File: config.mk
export PLATFORM = sky130hd
export DESIGN_NAME = modbus_rtu_link_fsm_unit
export DESIGN_NICKNAME = d
export VERILOG_FILES = /design/src/rtl/mrtu_pkg.sv /design/src/rtl/modbus_rtu_link_fsm_unit.sv
export SDC_FILE = /design/constraint.sdc
export NUM_CORES = 1
export LEC_CHECK = 0
export BUFFER_PORTS_ARGS = -buffer_cell sky130_fd_sc_hd__buf_2
export CORE_MARGIN = 1
export CORE_UTILIZATION = 45
export CTS_BUF_LIST = sky130_fd_sc_hd__clkbuf_8
export DETAILED_ROUTE_END_ITERATION = 6
export PLACE_DENSITY = 0.75
export SLEW_MARGIN = 20
export SYNTH_ARGS = -nofsm -noshare
export SYNTH_HDL_FRONTEND = slang
export SYNTH_SLANG_ARGS = --single-unit
File: constraint.sdc
create_clock -name clk -period 4.2 [get_ports clk]
set_input_delay 0.63 -clock clk [delete_from_list [all_inputs] [get_ports clk]]
set_output_delay 0.63 -clock clk [all_outputs]
set_load 0.05 [all_outputs]
File: src/rtl/mrtu_pkg.sv
// Package for the Modbus RTU link controller: codes, state types and result record.
`default_nettype none

package mrtu_pkg;

  // Default maximum frame length in bytes, for receive and for transmit
  localparam int MRTU_MAX_FRAME = 256;

  // Field widths
  localparam int OP_W    = 3;
  localparam int BYTE_W  = 8;
  localparam int LEN_W   = 9;
  localparam int CNT_W   = 9;
  localparam int CFG_W   = 8;
  localparam int CFGIX_W = 1;

  // Event codes on the input channel
  localparam logic [OP_W-1:0] OP_BYTE  = 3'd0;
  localparam logic [OP_W-1:0] OP_TXE   = 3'd1;
  localparam logic [OP_W-1:0] OP_EXPRY = 3'd2;
  localparam logic [OP_W-1:0] OP_START = 3'd3;
  localparam logic [OP_W-1:0] OP_STOP  = 3'd4;

  // Configuration register indexes
  localparam logic [CFGIX_W-1:0] CFG_IS_MASTER = 1'd0;
  localparam logic [CFGIX_W-1:0] CFG_PSWAIT    = 1'd1;
  localparam logic [CFG_W-1:0]   PSWAIT_RST    = 8'd10;

  // Timer commands
  localparam logic [1:0] TMR_NONE  = 2'd0;
  localparam logic [1:0] TMR_START = 2'd1;
  localparam logic [1:0] TMR_STOP  = 2'd2;

  // Link events
  localparam logic [1:0] EV_NONE    = 2'd0;
  localparam logic [1:0] EV_BUS_RDY = 2'd1;
  localparam logic [1:0] EV_RCVD    = 2'd2;
  localparam logic [1:0] EV_SENT    = 2'd3;

  // Serial direction
  localparam logic [1:0] SER_NONE = 2'd0;
  localparam logic [1:0] SER_RX   = 2'd1;
  localparam logic [1:0] SER_TX   = 2'd2;
  localparam logic [1:0] SER_OFF  = 2'd3;

  // Expiry counter saturation value
  localparam logic [CNT_W-1:0] EXP_MAX = '1;

  typedef enum logic [1:0] {
    RX_INIT = 2'd0,
    RX_IDLE = 2'd1,
    RX_RCV  = 2'd2,
    RX_ERR  = 2'd3
  } rx_phase_t;

  typedef enum logic [1:0] {
    TX_IDLE = 2'd0,
    TX_XMIT = 2'd1,
    TX_END  = 2'd2
  } tx_phase_t;

  // One result record
  typedef struct packed {
    logic              handled;
    logic [1:0]        timer_cmd;
    logic [1:0]        link_event;
    logic              rx_store;
    logic [BYTE_W-1:0] rx_index;
    logic [BYTE_W-1:0] rx_data;
    logic              tx_write;
    logic [BYTE_W-1:0] tx_index;
    logic              queue_pop;
    logic [1:0]        serial_mode;
  } mrtu_result_t;

endpackage

`default_nettype wire

File: src/rtl/modbus_rtu_link_fsm_unit.sv
// Modbus RTU link-layer controller: T3.5 framing for receive and transmit.
//
// Input channel (in_valid / in_stall): one event per request; in_op selects
// byte received, transmitter empty, T3.5 expiry, start or stop.
// Result channel (out_valid / out_stall): exactly one result per event,
// carrying timer commands, link events, buffer writes, byte offsets to send,
// queue pops and the serial direction.
// Configuration (cfg_we / cfg_index / cfg_wdata): index 0 is_master,
// index 1 post_send_wait; write only while the block is idle.
// The result is registered, in the result register or in the skid register.
// Throughput: one request per cycle while in_stall is low; the state update
// is a single pass of next-state logic on the link registers.
// A two-entry output buffer (result register plus skid register) lets the
// block take a request while a result is still waiting. in_stall rises only
// when both entries are full, so a stalled receiver holds at most two results.
// Reset (synchronous, rst_n low): receive side to init, transmit side to
// idle, counters cleared, is_master 0, post_send_wait 10, buffer empty.
`default_nettype none

module modbus_rtu_link_fsm_unit #(
  parameter int MAX_FRAME = mrtu_pkg::MRTU_MAX_FRAME
) (
  input  wire logic                         clk,
  input  wire logic                         rst_n,
  // configuration
  input  wire logic                         cfg_we,
  input  wire logic [mrtu_pkg::CFGIX_W-1:0] cfg_index,
  input  wire logic [mrtu_pkg::CFG_W-1:0]   cfg_wdata,
  // input channel
  input  wire logic                         in_valid,
  output logic                              in_stall,
  input  wire logic [mrtu_pkg::OP_W-1:0]    in_op,
  input  wire logic [mrtu_pkg::BYTE_W-1:0]  in_rx_byte,
  input  wire logic                         in_queue_has_frame,
  input  wire logic [mrtu_pkg::LEN_W-1:0]   in_frame_length,
  // result channel
  output logic                              out_valid,
  input  wire logic                         out_stall,
  output logic                              out_handled,
  output logic [1:0]                        out_timer_cmd,
  output logic [1:0]                        out_link_event,
  output logic                              out_rx_store,
  output logic [mrtu_pkg::BYTE_W-1:0]       out_rx_index,
  output logic [mrtu_pkg::BYTE_W-1:0]       out_rx_data,
  output logic                              out_tx_write,
  output logic [mrtu_pkg::BYTE_W-1:0]       out_tx_index,
  output logic                              out_queue_pop,
  output logic [1:0]                        out_serial_mode
);

  import mrtu_pkg::*;

  localparam logic [CNT_W-1:0] MaxLen = CNT_W'(MAX_FRAME);

  // configuration registers
  logic             is_master_r;
  logic [CFG_W-1:0] pswait_r;

  // link state
  rx_phase_t        rx_phase_r,   rx_phase_nxt;
  tx_phase_t        tx_phase_r,   tx_phase_nxt;
  logic [CNT_W-1:0] rx_count_r,   rx_count_nxt;
  logic [CNT_W-1:0] tx_rem_r,     tx_rem_nxt;
  logic [CNT_W-1:0] tx_total_r,   tx_total_nxt;
  logic [CNT_W-1:0] exp_count_r,  exp_count_nxt;

  // output buffer
  mrtu_result_t res;
  mrtu_result_t out_r,  out_nxt;
  mrtu_result_t skid_r, skid_nxt;
  logic         out_valid_r, out_valid_nxt;
  logic         skid_valid_r, skid_valid_nxt;

  logic             accept;
  logic             take;
  logic [CNT_W-1:0] exp_inc;
  logic             wait_done;
  logic [CNT_W-1:0] len_clamped;
  logic [CNT_W-1:0] tx_offset;

  assign accept = in_valid && !skid_valid_r;
  assign take   = out_valid_r && !out_stall;

  // datapath terms for the next-state and result logic
  assign exp_inc     = (exp_count_r < EXP_MAX) ? exp_count_r + CNT_W'(1) : exp_count_r;
  assign wait_done   = !is_master_r || (exp_inc > {1'b0, pswait_r});
  assign len_clamped = (in_frame_length > MaxLen) ? MaxLen : in_frame_length;
  assign tx_offset   = tx_total_r - tx_rem_r;

  // configuration writes
  always_ff @(posedge clk) begin
    if (!rst_n) begin
      is_master_r <= 1'b0;
      pswait_r    <= PSWAIT_RST;
    end else if (cfg_we) begin
      case (cfg_index)
        CFG_IS_MASTER: is_master_r <= cfg_wdata[0];
        CFG_PSWAIT:    pswait_r    <= cfg_wdata;
        default: ;
      endcase
    end
  end

  // next state of both link machines
  always_comb begin
    rx_phase_nxt  = rx_phase_r;
    tx_phase_nxt  = tx_phase_r;
    rx_count_nxt  = rx_count_r;
    tx_rem_nxt    = tx_rem_r;
    tx_total_nxt  = tx_total_r;
    exp_count_nxt = exp_count_r;
    case (in_op)
      OP_BYTE: begin
        if (tx_phase_r == TX_IDLE) begin
          if (rx_phase_r == RX_IDLE) begin
            rx_count_nxt = CNT_W'(1);
            rx_phase_nxt = RX_RCV;
          end else if (rx_phase_r == RX_RCV) begin
            if (rx_count_r < MaxLen) begin
              rx_count_nxt = rx_count_r + CNT_W'(1);
            end else begin
              rx_phase_nxt = RX_ERR;
            end
          end
        end
      end
      OP_TXE: begin
        if (rx_phase_r == RX_IDLE && tx_phase_r != TX_END && in_queue_has_frame) begin
          if (tx_phase_r == TX_IDLE) begin
            tx_total_nxt = len_clamped;
            tx_rem_nxt   = len_clamped;
            tx_phase_nxt = TX_XMIT;
          end else if (tx_phase_r == TX_XMIT) begin
            if (tx_rem_r != '0) begin
              tx_rem_nxt = tx_rem_r - CNT_W'(1);
            end else begin
              tx_phase_nxt  = TX_END;
              exp_count_nxt = '0;
            end
          end
        end
      end
      OP_EXPRY: begin
        if (tx_phase_r == TX_END) begin
          exp_count_nxt = exp_inc;
          if (wait_done) tx_phase_nxt = TX_IDLE;
        end else begin
          rx_phase_nxt = RX_IDLE;
        end
      end
      OP_START: rx_phase_nxt = RX_INIT;
      default: ;
    endcase
  end

  // result of the current request
  always_comb begin
    res = '0;
    case (in_op)
      OP_BYTE: begin
        if (tx_phase_r == TX_IDLE) begin
          res.handled   = 1'b1;
          res.timer_cmd = TMR_START;
          if (rx_phase_r == RX_IDLE) begin
            res.rx_store = 1'b1;
            res.rx_data  = in_rx_byte;
          end else if (rx_phase_r == RX_RCV && rx_count_r < MaxLen) begin
            res.rx_store = 1'b1;
            res.rx_index = rx_count_r[BYTE_W-1:0];
            res.rx_data  = in_rx_byte;
          end
        end
      end
      OP_TXE: begin
        if (rx_phase_r == RX_IDLE && tx_phase_r != TX_END) begin
          res.handled = 1'b1;
          if (!in_queue_has_frame) begin
            res.serial_mode = SER_RX;
          end else begin
            res.serial_mode = SER_TX;
            if (tx_phase_r == TX_XMIT) begin
              if (tx_rem_r != '0) begin
                res.tx_write = 1'b1;
                res.tx_index = tx_offset[BYTE_W-1:0];
              end else begin
                res.timer_cmd   = TMR_START;
                res.serial_mode = SER_RX;
                res.queue_pop   = 1'b1;
                res.link_event  = EV_SENT;
              end
            end
          end
        end
      end
      OP_EXPRY: begin
        if (tx_phase_r == TX_END) begin
          res.handled = 1'b1;
          if (wait_done) res.timer_cmd = TMR_STOP;
        end else begin
          res.timer_cmd = TMR_STOP;
          if (rx_phase_r == RX_INIT) begin
            res.link_event = EV_BUS_RDY;
          end else if (rx_phase_r == RX_RCV) begin
            res.link_event = EV_RCVD;
          end
        end
      end
      OP_START: begin
        res.handled     = 1'b1;
        res.timer_cmd   = TMR_START;
        res.serial_mode = SER_RX;
      end
      OP_STOP: begin
        res.handled     = 1'b1;
        res.timer_cmd   = TMR_STOP;
        res.serial_mode = SER_OFF;
      end
      default: ;
    endcase
  end

  // link state registers
  always_ff @(posedge clk) begin
    if (!rst_n) begin
      rx_phase_r  <= RX_INIT;
      tx_phase_r  <= TX_IDLE;
      rx_count_r  <= '0;
      tx_rem_r    <= '0;
      tx_total_r  <= '0;
      exp_count_r <= '0;
    end else if (accept) begin
      rx_phase_r  <= rx_phase_nxt;
      tx_phase_r  <= tx_phase_nxt;
      rx_count_r  <= rx_count_nxt;
      tx_rem_r    <= tx_rem_nxt;
      tx_total_r  <= tx_total_nxt;
      exp_count_r <= exp_count_nxt;
    end
  end

  // output buffer: result register with a skid entry behind it
  always_comb begin
    out_nxt        = out_r;
    out_valid_nxt  = out_valid_r;
    skid_nxt       = skid_r;
    skid_valid_nxt = skid_valid_r;
    if (!out_valid_r || take) begin
      if (skid_valid_r) begin
        out_nxt        = skid_r;
        out_valid_nxt  = 1'b1;
        skid_valid_nxt = 1'b0;
      end else begin
        out_nxt       = res;
        out_valid_nxt = accept;
      end
    end else if (accept) begin
      skid_nxt       = res;
      skid_valid_nxt = 1'b1;
    end
  end

  always_ff @(posedge clk) begin
    if (!rst_n) begin
      out_valid_r  <= 1'b0;
      skid_valid_r <= 1'b0;
    end else begin
      out_valid_r  <= out_valid_nxt;
      skid_valid_r <= skid_valid_nxt;
    end
  end

  always_ff @(posedge clk) begin
    out_r  <= out_nxt;
    skid_r <= skid_nxt;
  end

  // ports
  assign in_stall        = skid_valid_r;
  assign out_valid       = out_valid_r;
  assign out_handled     = out_r.handled;
  assign out_timer_cmd   = out_r.timer_cmd;
  assign out_link_event  = out_r.link_event;
  assign out_rx_store    = out_r.rx_store;
  assign out_rx_index    = out_r.rx_index;
  assign out_rx_data     = out_r.rx_data;
  assign out_tx_write    = out_r.tx_write;
  assign out_tx_index    = out_r.tx_index;
  assign out_queue_pop   = out_r.queue_pop;
  assign out_serial_mode = out_r.serial_mode;

endmodule

`default_nettype wire

==> results by group <==
CTS
  • CTS max path bufs: 2
  • CTS tree: built
  • Clock-pin slew on the worst setup and hold paths: 0.07 ns
  • Clock Latency Late Sink: 0.44 ns
  • Sink Count: 118
  • CTS Hold Buffers Added: 0
  • Num CTS Buffers: 17
  • H-tree depth: 4
  • Setup bufs post-CTS: 0
  • CTS resizes: 0
  • Clock Tree Root: clkbuf_8

Routing
  • Drt pass-1 iters: 5
  • Vias after detailed routing: 4455
  • 1st-iter DRT viols: 330
  • DRT Wirelength: 12.2 mm
  • DR WL/cell: 14.9 um
  • DRC Markers: 0
  • Antenna Nets Post-Route: 0
  • Drt via density: 5.43

Logic synthesis
  • Synth Flop Type: edfxtp_1
  • Flops & latches, synth: 118
  • Synth top area cells: edfxtp_1, dfxtp_1, ha_1, mux2_2, nand2_1
  • Synth area leader: edfxtp_1
  • Syn Inst Count: 569
  • EDFF count, synth: 68
  • Syn avg cell area: 10.5 um2
  • Post-synth ARST share: 0%
  • Register area share after synthesis: 51.1%
  • Unique masters post-synth: 73
  • Synthesis Warnings: 0
  • Mapped cell area: 0.00595 mm2
  • Share of the synthesized area in the top cell type: 34.3%
  • Syn nets: 626

Setup path
  • Setup crit end kind: flop
  • Setup CP Type: reg2reg
  • FF-to-FF End: tx_phase_r[0]$_SDFFE_PN0P_
  • Critical path arrival: 3.81 ns
  • Register-to-Register Setup Slack: 0.72 ns
  • CP Cell Sequence: nand4_1 > o31ai_1 > xnor2_1 > ha_1 > and4_1 > a221o_1 > a221o_1 > a211o_1 > a221oi_1
  • Startpoint Class: flop
  • Slowest CP cell: o31ai_1
  • Worst Path Max Fanout: 8
  • Worst reg2reg path depth: 9
  • Crit path top cell by count: a221o_1
  • Reg2reg start: exp_count_r[3]$_SDFFE_PN0P_
  • CP max stage delay: 0.71 ns
  • WP data required: 4.53 ns

Layout
  • Area Overhead vs Synth: 14.0%
  • Post-Route Utilization: 53.1%
  • Final Net Count: 693
  • Register area: 0.00304 mm2
  • Share of cells above drive strength 1: 23.1%
  • Fill cell count: 1107
  • Number of inserted diodes: 0
  • Area of the multi-input gates: 0.00268 mm2

Timing
  • Worst slew pin tran: 0.996 ns
  • RSZ-0062 raised after global routing: no
  • Count of final hold-check violations: 0
  • Crit share post-route: 82.8%
  • Setup violators final: 0
  • PnR worst setup slack: 0.722 ns
  • Final slew viol count: 0
  • Upper clock frequency limit: 0.288 GHz
  • TNS Setup: 0 ns
  • Setup Skew: 0.00997 ns
  • Slew HR: 33.6%
  • Hold WS: 0.408 ns
  • Crit path time final: 3.48 ns

Power and ir drop
  • Power Density: 357 mW/mm2
  • Total power: 2420 uW
  • Peak supply drop: 168 uV
  • Pleak: 0.00266 uW

Die
  • Row count: 41
  • Initial core utilization: 46.6%
  • Core area: 0.0128 mm2
  • DIE HEIGHT: 117 um
  • Ports: 71
  • Die X: 117 um
  • DIE AREA: 0.0137 mm2

Placed design
  • IO buf count: 70
  • Final Wtd Congestion: 0.899
  • DP Wirelength: 8.76 mm
  • Pre-CTS WS: 0.758 ns

GRT
  • Global-route wire length before repair: 19.7 mm
  • Initial antenna violation count: 0
  • Vias in the first global route: 4157
  • GR Util All Layers: 18.9%
  • Pin count of the biggest net entering global routing: 50
  • Overflow after GRT: 0

Min path
  • Hold Path Class: in2reg
  • Min-delay src: cfg_wdata[3]
  • Hold EP: pswait_r[3]$_SDFFE_PN1P_
  • Worst Hold Path Cells: 3

Run status
  • Status: finished, final reports clean

Run
  • Max Cap Viol: 0
## critical path, delay by kind of cell (launching register included)
kind            cells  cell delay (ns)
compound gates      5             1.96
xor+xnor            1             0.15
fa+ha+maj           1             0.32
flops               1             0.47
simple gates        2             0.46
## sequential cells by signal (all words and copies together), names as in the netlist, 2 cells and up
register and flops:
skid_r 34, exp_count_r 9, rx_count_r 9, tx_rem_r 9, out_rx_data 8, out_rx_index 8
out_tx_index 8, pswait_r 8, tx_total_r 8, out_link_event 2, out_serial_mode 2, out_timer_cmd 2
rx_phase_r 2, tx_phase_r 2
## report_power, final
part	switching, uW	internal, uW
Clock	467	466
Combinational	159	60.7
Sequential	14.5	1260
## cell type report
type                            count  share of cell area [%]
Sequential cell                   118                    44.8
Multi-Input combinational cell    396                    39.4
Timing Repair Buffer               73                    5.49
Clock buffer                       17                    3.45
Tap cell                          172                    3.17
Clock inverter                     15                    1.95
Inverter                           30                    1.66
## per-layer routing
metal	track usage [%]	share of wire [%]	vias to the layer above
li1	-	-	2214
met1	23.2	46	2095
met2	31.0	48	128
met3	5.87	5.1	18
met4	7.59	1.6	0
met5	0	0	-
## synth_stat cells (all sizes together) (5+ instances only)
| cell type | count |
|---|---|
| nor2b | 6 |
| nor3b | 11 |
| and2 | 24 |
| nor3 | 10 |
| dfxtp | 50 |
| buf | 9 |
| inv | 30 |
| xor2 | 8 |
| o31ai | 10 |
| mux2 | 23 |
| o21a | 5 |
| nand3 | 14 |
| nor2 | 43 |
| a21oi | 38 |
| xnor2 | 7 |
| ha | 21 |
| clkbuf | 16 |
| a211oi | 7 |
| o21ai | 30 |
| nand2 | 51 |
| edfxtp | 68 |
| or3 | 8 |
| nand4 | 9 |
| and3 | 5 |
## cell families (layout without fill, tap and decap cells)
kind of cell / count (synthesis) / after routing / share of synthesized area (%)
mux: 27 / 27 / 5.02
buf+inv: 55 / 135 / 3.97
compound gates: 131 / 131 / 14.9
xor+xnor: 15 / 15 / 2.21
simple gates: 201 / 201 / 18.1
fa+ha+maj: 22 / 22 / 4.75
flops: 118 / 118 / 51.1
## worst max path at each step
stage / start / end / slack (ns) / depth (start not counted)
6_report: exp_count_r[3]$_SDFFE_PN0P_ / tx_phase_r[0]$_SDFFE_PN0P_ / 0.72 / 9
5_1_grt: exp_count_r[3]$_SDFFE_PN0P_ / tx_phase_r[0]$_SDFFE_PN0P_ / 0.57 / 9
4_1_cts: exp_count_r[3]$_SDFFE_PN0P_ / tx_phase_r[0]$_SDFFE_PN0P_ / 0.72 / 9
3_5_place_dp: exp_count_r[3]$_SDFFE_PN0P_ / tx_phase_r[0]$_SDFFE_PN0P_ / 0.76 / 9
3_3_place_gp: exp_count_r[3]$_SDFFE_PN0P_ / tx_phase_r[0]$_SDFFE_PN0P_ / 0.91 / 9
2_1_floorplan: out_valid$_SDFFE_PN0P_ / skid_r[0]$_DFFE_PP_ / 0.66 / 2
## metrics by stage
step	area (um2)	instances
after CTS	6790	821
final	6790	821
after floorplan	5950	569
after global placement	6420	789
after detailed placement	6420	789
after global routing	6790	821
## layout by cell type (no fill, tap or decap), types with 10 or more instances in the layout
| master | n |
|---|---|
| o21ai_0 | 27 |
| mux2_2 | 23 |
| nor2_1 | 42 |
| inv_1 | 31 |
| clkbuf_8 | 17 |
| dfxtp_1 | 49 |
| nand2_1 | 51 |
| nor3_1 | 10 |
| and2_1 | 23 |
| edfxtp_1 | 68 |
| a21oi_1 | 38 |
| ha_1 | 21 |
| buf_2 | 70 |
| nand3_1 | 14 |
(Power assumes the default switching activity.)
